===== src/rtl/ppp_pkg.sv =====
// Shared types and constants of the perspective point projector.
`default_nettype none
package ppp_pkg;

  localparam int unsigned MatrixEntries = 16;
  localparam int unsigned FractionBitsDefault = 16;
  localparam int unsigned CoordWidth = 32;
  localparam int unsigned DimWidth = 14;
  localparam int unsigned IndexWidth = $clog2(MatrixEntries);

  localparam logic [DimWidth-1:0] WidthReset = DimWidth'(1920);
  localparam logic [DimWidth-1:0] HeightReset = DimWidth'(1080);

  typedef enum logic {
    OP_LOAD    = 1'b0,
    OP_PROJECT = 1'b1
  } op_e;

  typedef enum logic {
    REG_WIDTH  = 1'b0,
    REG_HEIGHT = 1'b1
  } reg_e;

  typedef struct packed {
    op_e                          op;
    logic [IndexWidth-1:0]        index;
    logic signed [CoordWidth-1:0] value;
    logic signed [CoordWidth-1:0] x;
    logic signed [CoordWidth-1:0] y;
    logic signed [CoordWidth-1:0] z;
  } item_t;

  typedef struct packed {
    logic valid;
    logic pop;
  } queue_ctl_t;

endpackage
`default_nettype wire


===== src/rtl/ppp_front.sv =====
// Front end: accepts items, decodes the command and queues them in a two-entry queue.
`default_nettype none
module ppp_front
  import ppp_pkg::*;
(
  input  wire logic                         clk_i,
  input  wire logic                         rst_ni,
  input  wire logic                         in_valid_i,
  output logic                              in_ready_o,
  input  wire logic                         cmd_i,
  input  wire logic [IndexWidth-1:0]        entry_index_i,
  input  wire logic signed [CoordWidth-1:0] entry_value_i,
  input  wire logic signed [CoordWidth-1:0] world_x_i,
  input  wire logic signed [CoordWidth-1:0] world_y_i,
  input  wire logic signed [CoordWidth-1:0] world_z_i,
  input  wire logic                         pop_i,
  output queue_ctl_t                        ctl_o,
  output item_t                             item_o
);

  item_t       slot_q [2];
  logic        rd_ptr_q, wr_ptr_q;
  logic [1:0]  count_q;
  logic        push;
  logic        pop;
  item_t       in_item;

  always_comb begin
    in_item.op    = cmd_i ? OP_PROJECT : OP_LOAD;
    in_item.index = entry_index_i;
    in_item.value = entry_value_i;
    in_item.x     = world_x_i;
    in_item.y     = world_y_i;
    in_item.z     = world_z_i;
  end

  assign in_ready_o = (count_q != 2'd2);
  assign push       = in_valid_i && in_ready_o;
  assign pop        = pop_i && (count_q != 2'd0);

  assign ctl_o.valid = (count_q != 2'd0);
  assign ctl_o.pop   = pop;
  assign item_o      = slot_q[rd_ptr_q];

  always_ff @(posedge clk_i) begin
    if (push) begin
      slot_q[wr_ptr_q] <= in_item;
    end
  end

  always_ff @(posedge clk_i or negedge rst_ni) begin
    if (!rst_ni) begin
      rd_ptr_q <= 1'b0;
      wr_ptr_q <= 1'b0;
      count_q  <= 2'd0;
    end else begin
      if (push) wr_ptr_q <= ~wr_ptr_q;
      if (pop) rd_ptr_q <= ~rd_ptr_q;
      count_q <= count_q + 2'(push) - 2'(pop);
    end
  end

endmodule
`default_nettype wire


===== config.mk =====
export PLATFORM = sky130hd
export DESIGN_NAME = ppp_front
export DESIGN_NICKNAME = d
export VERILOG_FILES = /design/src/rtl/ppp_pkg.sv /design/src/rtl/ppp_front.sv
export SDC_FILE = /design/constraint.sdc
export NUM_CORES = 1
export LEC_CHECK = 0
export BUFFER_PORTS_ARGS = -buffer_cell sky130_fd_sc_hd__clkbuf_2
export CAP_MARGIN = 15
export CORE_MARGIN = 2
export CORE_UTILIZATION = 52
export DETAILED_ROUTE_END_ITERATION = 16
export PLACE_DENSITY = 0.78
export SLEW_MARGIN = 25
export SYNTH_ARGS = -nofsm -noshare
export SYNTH_HDL_FRONTEND = slang
export SYNTH_SLANG_ARGS = --single-unit

===== constraint.sdc =====
create_clock -name clk_i -period 7.7 [get_ports clk_i]
set_input_delay 1.54 -clock clk_i [delete_from_list [all_inputs] [get_ports clk_i]]
set_output_delay 1.54 -clock clk_i [all_outputs]
set_load 0.05 [all_outputs]

==> results of run 1 <==
-- area by class of cell --
cell class                      count  area [µm²]
Clock inverter                     11       107.6
Tap cell                          260       325.3
Sequential cell                   270        8092
Clock buffer                       38       716.9
Inverter                            1       3.754
Timing Repair Buffer              277        1431
Fill cell                        1245        6326
Multi-Input combinational cell    145        1828
-- routing by layer --
metal	vias up	global-route usage
met5	-	0
met4	0	0.06253
met3	45	0.06271
met2	238	0.2982
met1	2421	0.2044
li1	2306	-
-- per-stage QoR --
step / hold slack, ns / std cells / setup slack [ns] / util / area (µm²)
after floorplan: 0.4788 / 432 / 2.136 / - / 10040
after global placement: 0.4944 / 952 / 3.883 / 0.6188 / 11650
after detailed placement: 0.5278 / 952 / 3.855 / 0.6188 / 11650
after CTS: 0.5415 / 1001 / 3.286 / 0.6626 / 12480
after global routing: 0.5634 / 1002 / 3.190 / 0.6641 / 12500
final: 0.5387 / 1002 / 3.341 / 0.6641 / 12500
-- cells by family after synthesis --
kind of cell | after synthesis | share of synthesized area
XOR/XNOR | 4 | 0.003490
multiplexers | 133 | 0.1716
flip-flops | 270 | 0.8056
AND/OR/NAND/NOR | 6 | 0.003241
adder cells (fa/ha/maj) | 2 | 0.002492
buffers and inverters | 17 | 0.01358
-- synthesized netlist by cell type, drive strengths merged --
master  count  area [µm²]
edfxtp    266        7988
mux2      133        1723
buf        16       132.6
dfrtp       4       100.1
xnor2       3       26.28
ha          2       25.02
and2        1       6.260
and3        1       6.260
inv         1       3.750
nand2       1       3.750
nand2b      1       6.260
nor2        1       3.750
or2         1       6.260
xor2        1       8.760
-- final timing paths --
| check | endpoint | slack, ns | cells past startpoint | from |
|---|---|---|---|---|
| min in group asynchronous | count_q[0] | 0.82 | 1 | rst_ni |
| min | count_q[0] | 0.54 | 1 | count_q[0] |
| max in group asynchronous | rd_ptr_q | 6.73 | 1 | rst_ni |
| max | item_o[18] | 3.34 | 3 | rd_ptr_q |
| max reg2reg | slot_q[1][6] | 5.04 | 3 | count_q[1] |
| min reg2reg | count_q[0] | 0.54 | 1 | count_q[0] |
-- power by group --
part	switching (mW)	internal, mW	total, mW
Combinational	1.71	0.690	2.40
Sequential	0.122	2.01	2.14
Clock	0.502	0.714	1.22
-- registers in the layout (all words and copies together) (netlist names) --
name	cells
slot_q	266
count_q	2
rd_ptr_q	1
wr_ptr_q	1
-- layout by cell type (no fill, tap or decap) --
master                      synthesis  layout
sky130_fd_sc_hd__dfrtp_4            0       1
sky130_fd_sc_hd__buf_12             0       1
sky130_fd_sc_hd__clkbuf_1           0      11
sky130_fd_sc_hd__clkinv_2           0       3
sky130_fd_sc_hd__xor2_1             1       1
sky130_fd_sc_hd__mux2_4            60      60
sky130_fd_sc_hd__or2_2              1       1
sky130_fd_sc_hd__edfxtp_1         266     266
sky130_fd_sc_hd__inv_1              1       1
sky130_fd_sc_hd__and2_1             1       1
sky130_fd_sc_hd__buf_4              1       3
sky130_fd_sc_hd__clkinv_4           0       1
sky130_fd_sc_hd__nand2_1            1       1
sky130_fd_sc_hd__clkbuf_2           0     272
sky130_fd_sc_hd__ha_1               2       2
sky130_fd_sc_hd__inv_6              0       1
sky130_fd_sc_hd__nor2_4             0       1
sky130_fd_sc_hd__and3_4             0       1
sky130_fd_sc_hd__mux2_2            73      73
sky130_fd_sc_hd__clkinv_1           0       4
sky130_fd_sc_hd__dfrtp_1            4       3
sky130_fd_sc_hd__clkbuf_16          0      27
sky130_fd_sc_hd__bufinv_16          0       2
sky130_fd_sc_hd__xnor2_1            3       3
sky130_fd_sc_hd__buf_16             0       1
sky130_fd_sc_hd__nand2b_1           1       1
-- critical path: cells and delay by family (launching register included) --
kind,cells,cell delay (ns)
buf+inv,2,0.98
flops,1,0.80
mux,1,0.44
==> run summary, run 1 <==
The die height is 143.0 µm. The CTS clock-pin slew for the worst setup and hold paths came out at 0.06 ns. The total chip power is 5.755 mW.

The transition time of the tightest slew-check pin came out at 0.9374 ns. The first global-routing pass estimated 27190 µm of wire. Setup repair after global routing left no endpoint under its margin. The level count of the clock H-tree is 1. The top routing layer in use is met4. During I/O placement, the number of pins put on the boundary was 273. The worst setup path is launched from a register.

For this block, wires on met1 add up to 7034 µm. The max-slew violation count is 0. Max-cap violations in this run came to 0. The number of warnings issued by yosys came out at 0. Of the cells placed in the final design, the portion with a size suffix greater than 1 is 0.6038.

Of all nets on the critical path, the largest fanout is 62. The congestion estimate from routability-driven global placement came to 0.7799. The cell area that synthesis handed to floorplanning was 10040 µm². By startpoint and endpoint, the worst setup path is classified as reg -> out.

The maximum vdd ir drop is 0.3468 mV. A synthesized cell averages 23.24 µm². The die covers 20430 µm².

The highest attainable clock frequency is 0.2294 GHz. The classification of the worst-slack hold path is reg -> reg. The number of design rule violations left after detail routing came out at 0.

The worst endpoint required time is 6.16 ns. The gate count after technology mapping is 432. After synthesis the netlist holds a flip-flop and latch count of 270.

The post-route setup TNS is 0 ns. The estimated wirelength of the detail-placed design is 12360 µm. Buffers added to address setup during post-CTS repair amount to 0.

Post-CTS repair changed the size of 0 cells. The number of nets with antenna violations after routing came out at 0. The initial core utilization came out at 0.5332. The flow ran to the end, and the final reports show no timing, DRC or antenna violations. The endpoint class of the critical path is an output port. Traced cell by cell, the critical path runs through buf_4 > mux2_2 > clkbuf_2. The maximum buffer depth of the clock tree came out at 3.

The final routed wirelength across all metal layers came out at 18570 µm. The mean routed wirelength per cell came out at 18.53 µm. The vias per cell came out at 5.000.

The number of search-and-repair iterations in the first detailed-routing pass is 4. The number of global-route vias before repair came to 5261. The share of the clock period used by the worst path came out at 0.5661. The source-to-sink clock delay at the later pin of the worst-skew pair came out at 0.53 ns. Detailed routing placed a total of 1741 µm of wire on met3. Entering global routing, the biggest net connects 101 pins. The DRC violation total after the first TritonRoute iteration is 248. The final critical-path required period came out at 4.359 ns. The hold buffer count at CTS is 0. The maximum clock skew at final layout is 0.008878 ns. The global-route usage over all layers is 0.1746. The total leakage power is 4.907 nW.

The worst pin sits at a relative slew slack of 0.3751. The number of diodes added for antenna fixing is 0. The total nets after synthesis is 571. From synthesis to final layout, the design area changed by 24.55%. The slowest stage of the critical path belongs to the cell sky130_fd_sc_hd__dfrtp_4. For the worst setup path, the data arrival time is 2.82 ns. The post-synthesis sequential area ratio is 0.8056.

TritonCTS built the clock tree. The met2 wirelength from detailed routing is 9236 µm. Port buffering added 272 buffers. The number of distinct library cells after synthesis came out at 17. Clock tree synthesis selected as its root buffer the cell sky130_fd_sc_hd__clkbuf_16. The power density over the cells came out at 460.3 nW/µm². The total number of nets in the final design is 861.

The final count of hold timing violations is 0. The TritonCTS sink count is 270. The overall via count from detail_route came out at 5010. The floorplan has 50 rows. The number of buffers inserted during clock tree synthesis came out at 27. The final-report setup violation count came out at 0. In this run the standard cell core region covers 18830 µm².

The largest incremental delay on the critical path is 0.80 ns. The remaining global-route overflow came out at 0. In this run the horizontal extent of the chip is 143.0 µm.

The initial antenna violation count is 0.
Power figures use the tool's default switching activity.
==> inputs of run 2 (changes only) <==
==> constraint.sdc (replaced) <==
create_clock -name clk_i -period 4.21 [get_ports clk_i]
set_input_delay 0.842 -clock clk_i [delete_from_list [all_inputs] [get_ports clk_i]]
set_output_delay 0.842 -clock clk_i [all_outputs]
set_load 0.05 [all_outputs]
==> run summary, run 2 (synthesis results as in run 1) <==
The kind of launch point of the worst setup path is a register. The library cell used most frequently in the layout, excluding fill and tap cells, is sky130_fd_sc_hd__clkbuf_2. Timing analysis after detailed placement gives a worst setup slack of 1.425 ns. In this run the critical register-to-register path is captured at slot_q[1][43].

For this run, the share of the core covered by cells in the final layout is 0.6686. For this run, the number of standard cells in the final layout without fillers is 1004. The final count of hold timing violations came to 0. The number of buffers inserted during clock tree synthesis came out at 27. The global-route wire length before repair came out at 28010 µm.

More flip-flops sit in one register than any other, and that register is slot_q. The CTS clock-pin slew for the worst setup and hold paths came out at 0.06 ns. The filler cell count in the final layout came out at 1202. The max-slew violation count came out at 0.

The worst endpoint data arrival time came out at 2.47 ns. The endpoint class of the critical path is an output port. The worst hold slack after final layout came out at 0.1157 ns. Along the worst path, the maximum fanout reaches 52.

Setup repair after global routing left no endpoint under its margin. The final critical-path required period came out at 3.314 ns. The worst setup path startpoint is rd_ptr_q.

The startpoint identified for the worst register-to-register timing path is count_q[1]. The mean routed wirelength per cell came out at 19.06 µm. The source-to-sink clock delay at the later pin of the worst-skew pair came out at 0.52 ns.

The worst reg-to-reg path cell count is 3. The max-capacitance violation count is 0. Routability-driven placement finished with a final weighted congestion of 0.7671.

Registers take 8092 µm². The post-route setup TNS came out at 0 ns. The total cell area at the placement stage came out at 11710 µm². The critical path goes through buf_4 > mux2_2 > clkbuf_2. The maximum clock skew at final layout is 0.01316 ns. The global-route usage over all layers is 0.1791.

In the routed design, unresolved DRC markers number 0. The total non-filler cell area in the finished layout came out at 12590 µm². The slowest cell on the critical path is sky130_fd_sc_hd__dfrtp_4. The share of the clock period used by the worst path is 0.7871. The total leakage power came out at 4.958 nW. The worst setup slack after layout is 0.8961 ns. The register with the most flip-flops in the layout has 266 of them. The transition time of the tightest slew-check pin is 0.8858 ns. Of the cells placed in the final design, the portion with a size suffix greater than 1 is 0.6116. The initial antenna violation count is 0. After clock tree synthesis, the flow added hold-fix buffers numbering 0. The maximum buffer depth of the clock tree is 3.

The number of buffers inserted by port buffering came out at 272. For this run, the post-layout net count is 863. VDD sags by at most 0.5968 mV. In the final layout, the registers with the most flip-flops are slot_q (266), count_q (2). Entering global routing, the biggest net connects 97 pins. The critical path contains buffers and inverters numbering 2 combined. Following the worst setup path forward leads to its endpoint at item_o[57]. In the routed layout, each cell is associated on average with a via count of 5.035. The count of cell instances traversed by the critical path is 3.

The overall via count from detail_route is 5055. The register-to-register setup slack is 2.08 ns. For this configuration, the core starts out at a cell density of 0.5332. The die height is 143.0 µm. CTS saw 270 sinks.

The number of diodes added for antenna fixing came out at 0. The number of global-route vias before repair is 5339. The area of the multi-input gates is 1828 µm². The final-report setup violation count is 0.

The die outline width is 143.0 µm. The largest incremental delay on the critical path is 0.93 ns. TritonCTS built the clock tree. The standard-cell row count came out at 50. The detail route stage leaves a number of antenna-violating nets equal to 0. The number of gates resized after CTS was 0. STA puts the critical path data required time at 3.37 ns. The total chip power is 10.70 mW.

In this run the number of H-tree levels came out at 1. Power spread over the standard cell area amounts to 849.9 nW/µm². The core region area is 18830 µm². The layout overhead on the synthesized area came out at 25.40%. The tree is rooted in a sky130_fd_sc_hd__clkbuf_16. The number of buffers added for setup after CTS is 0. The routed design has 19140 µm of wire. For this run, the detailed router's first-pass iteration total came to 4. The min-delay analysis places its worst path in the category in -> async.

The DRC violation total after the first TritonRoute iteration is 231. In the layout the commonest cells are sky130_fd_sc_hd__clkbuf_2 (272), sky130_fd_sc_hd__edfxtp_1 (266), sky130_fd_sc_hd__mux2_2 (73), sky130_fd_sc_hd__mux2_4 (60), sky130_fd_sc_hd__clkbuf_16 (27). The top-level I/O count is 273. The area enclosed by the die boundary is 20430 µm².

The kind of critical path is reg -> out. Among cell families on the critical path, the largest total delay comes from flip-flops. Headroom to the max-slew limit came out at 0.4094.

The cell count after placement is 955. The run finished with clean final reports. After global routing the overflow that remains totals 0. The highest attainable clock frequency is 0.3018 GHz. The estimated wirelength of the detail-placed design came out at 12810 µm.
run 2: layer usage:
metal	wire length, µm	part of all wire	vias up	global-route usage
li1	-	-	2302	-
met1	7305	0.38	2470	0.2135
met2	9283	0.49	238	0.2999
met3	1986	0.10	45	0.07042
met4	560	0.029	0	0.05888
met5	0	0	-	0
run 2: power by group:
group / total (mW) / switching [mW] / leakage [nW] / internal, mW
Clock: 2.36 / 0.944 / 0.435 / 1.41
Sequential: 3.94 / 0.257 / 2.52 / 3.68
Combinational: 4.41 / 3.12 / 2.01 / 1.29
Total: 10.7 / 4.32 / 4.96 / 6.38
run 2: worst reg2reg max path: cells and delay by family, from the launching register on:
kind                   cells  cell delay (ns)
buffers and inverters      1             0.48
and+or+nand+nor            2             0.91
DFF                        1             0.41
run 2: worst min path at each step:
stage	startpoint	to	depth (start not counted)
6_report	rst_ni	wr_ptr_q	1
5_1_grt	rst_ni	wr_ptr_q	1
4_1_cts	rst_ni	wr_ptr_q	1
3_5_place_dp	count_q[0]	count_q[0]	1
3_3_place_gp	count_q[0]	count_q[0]	1
2_1_floorplan	count_q[0]	count_q[0]	1
run 2: area by class of cell:
class                   count  area share
repair buffers            279      0.1163
inverters                   1   0.0002982
clock inverters            18     0.01481
multi-input cells         145      0.1452
flip-flops and latches    270      0.6427
clock buffers              31     0.05486
well taps                 260     0.02584
==> inputs of run 3 (changes only) <==
--- a/config.mk
+++ b/config.mk
@@ -8,9 +8,9 @@
 export BUFFER_PORTS_ARGS = -buffer_cell sky130_fd_sc_hd__clkbuf_2
 export CAP_MARGIN = 15
 export CORE_MARGIN = 2
-export CORE_UTILIZATION = 52
+export CORE_UTILIZATION = 47
 export DETAILED_ROUTE_END_ITERATION = 16
-export PLACE_DENSITY = 0.78
+export PLACE_DENSITY = 0.75
 export SLEW_MARGIN = 25
 export SYNTH_ARGS = -nofsm -noshare
 export SYNTH_HDL_FRONTEND = slang
==> constraint.sdc (replaced) <==
create_clock -name clk_i -period 2.75 [get_ports clk_i]
set_input_delay 0.55 -clock clk_i [delete_from_list [all_inputs] [get_ports clk_i]]
set_output_delay 0.55 -clock clk_i [all_outputs]
set_load 0.05 [all_outputs]
==> run summary, run 3 (synthesis results as in run 1) <==
The run finished with clean final reports. The TritonCTS sink count came out at 270. The most common library cell in the layout ignoring fill and taps is sky130_fd_sc_hd__clkbuf_2.

The post-route setup TNS is 0 ns. The buffering stage count on the worst path with inverters included is 2. On the critical path, the stage with the largest delay is an instance of sky130_fd_sc_hd__dfrtp_4.

The final-report setup violation count came out at 0. The tool flagged a number of max-cap violations equal to 0. The DRC violation total after the first TritonRoute iteration is 218. For this configuration, the core starts out at a cell density of 0.4776. The source-to-sink clock delay at the later pin of the worst-skew pair is 0.51 ns. The number of search-and-repair iterations in the first detailed-routing pass came out at 4. The top-level I/O count came out at 273. The maximum net fanout on the critical path came out at 22. The classification of the worst-slack hold path is in -> reg. The largest incremental delay on the critical path came out at 0.67 ns. The estimated wirelength of the detail-placed design is 12420 µm. The root buffer cell is sky130_fd_sc_hd__clkbuf_16.

The initial antenna violation count is 0. The final routed wirelength across all metal layers came out at 18500 µm. The die height came out at 150.2 µm.

The total chip power is 16.46 mW. After detailed routing, the number of remaining DRC violations is 0. The max-slew violation count is 0. Between clock sinks in the finished design, the worst skew comes to 0.005086 ns. The number of buffers inserted by port buffering came out at 272. Dividing the final minimum period by the clock period gives 0.9438. For the pin with the worst max-slew slack, the measured transition is 0.4475 ns. Relative to the synthesized area, the layout overhead comes to 26.91%. The level count of the clock H-tree is 1. Routability-driven placement finished with a final weighted congestion of 0.7712. The worst setup path is launched from a register.

The power density over the cells came out at 1292 nW/µm². The number of gates resized after CTS was 0. The overall via count from detail_route is 5044. Entering global routing, the biggest net connects 76 pins. The register with the most flip-flops in the layout has 266 of them.

The worst setup path is captured at an output port. The area of the multi-input gates came out at 1843 µm². The remaining global-route overflow came out at 0. Setup repair after global routing left no endpoint under its margin. The total leakage power is 5.015 nW. The number of global-route vias before repair came to 5352.

The final count of hold timing violations was 0. Leaving out fill and tap cells, the most frequent cells in the layout are sky130_fd_sc_hd__clkbuf_2 (272), sky130_fd_sc_hd__edfxtp_1 (266), sky130_fd_sc_hd__mux2_2 (73), sky130_fd_sc_hd__mux2_4 (60), sky130_fd_sc_hd__clkbuf_16 (27). Grouping stages by cell kind, the critical path spends the most delay in flip-flops. The number of nets with antenna violations after routing came out at 0.

The total number of nets in the final design is 872. The global-route wire length before repair is 27280 µm. The area enclosed by the die boundary came out at 22550 µm².

The die outline width is 150.2 µm. The worst endpoint data arrival time is 2.05 ns. The critical path is of the reg -> out type.

The largest registers in the layout are slot_q (266), count_q (2). The CTS clock-pin slew for the worst setup and hold paths is 0.06 ns. The standard-cell row count came out at 53.

The repair_antennas step left the layout with diodes totalling 0. The highest attainable clock frequency came out at 0.3853 GHz. VDD sags by at most 0.7894 mV.

Of the cells placed in the final design, the portion with a size suffix greater than 1 is 0.6130. The worst endpoint required time is 2.20 ns. The core region is 21020 µm².

Final hold analysis gives a worst-case slack of 0.2194 ns. slot_q holds more flip-flops than any other register. The number of buffers inserted during clock tree synthesis is 26.

Registers take 8092 µm². The filler cell count in the final layout is 1493. The final critical-path required period came out at 2.596 ns. The worst slew margin relative to its limit came out at 0.7017. In the global route stage, overall resource usage came out at 0.1567. TritonCTS built the clock tree. The critical path goes through buf_12 > mux2_2 > clkbuf_2.

The mean routed wirelength per cell is 18.02 µm. The vias per cell is 4.911. The clock passes through at most 3 buffers.
==> run 3: area by class of cell <==
cell class / instances / share of cell area
Tap cell: 275 / 0.02701
Timing Repair Buffer: 289 / 0.1275
Inverter: 1 / 0.0002946
Sequential cell: 270 / 0.6351
Clock inverter: 11 / 0.009820
Clock buffer: 36 / 0.05568
Multi-Input combinational cell: 145 / 0.1447
==> run 3: worst paths after layout <==
kind	startpoint	endpoint	slack, ns	cells after the start
worst min register to register	count_q[0]	count_q[0]	0.55	1
min in group asynchronous	rst_ni	count_q[1]	0.41	2
worst max register to register	count_q[1]	count_q[1]	0.85	7
worst max-delay path	rd_ptr_q	item_o[132]	0.15	3
max in group asynchronous	rst_ni	rd_ptr_q	2.20	2
worst min-delay path	world_z_i[12]	slot_q[0][12]	0.22	1
==> run 3: stage by stage <==
stage	area, µm²	instances	setup slack (ns)	util
after floorplan	10060	432	-0.3319	-
after global placement	11870	978	0.5663	0.5646
after detailed placement	11870	978	0.5394	0.5646
after CTS	12740	1027	0.1037	0.6061
after global routing	12740	1027	0.06318	0.6061
final	12740	1027	0.1545	0.6061
==> run 3: layer usage <==
| layer | vias to the layer above | routed length (µm) | track usage |
|---|---|---|---|
| li1 | 2322 | - | - |
| met1 | 2472 | 7396 | 0.1917 |
| met2 | 211 | 9097 | 0.2715 |
| met3 | 39 | 1493 | 0.04061 |
| met4 | 0 | 514 | 0.05377 |
| met5 | - | 0 | 0 |
==> run 3: where the power goes <==
group          internal (mW)  total, mW  switching, mW  leakage (nW)
Clock                   2.07       3.45           1.37         0.408
Sequential              5.63       5.93          0.302          2.52
Combinational           2.17       7.09           4.91          2.09
Total                   9.87       16.5           6.59          5.01
==> run 3: timing repair <==
| action | CTS | global route |
|---|---|---|
| endpoints found under the hold margin | 4 | 0 |
| endpoints found under the setup margin | 2 | 0 |
| hold buffers | 1 | 0 |
| setup buffers | 1 | 0 |
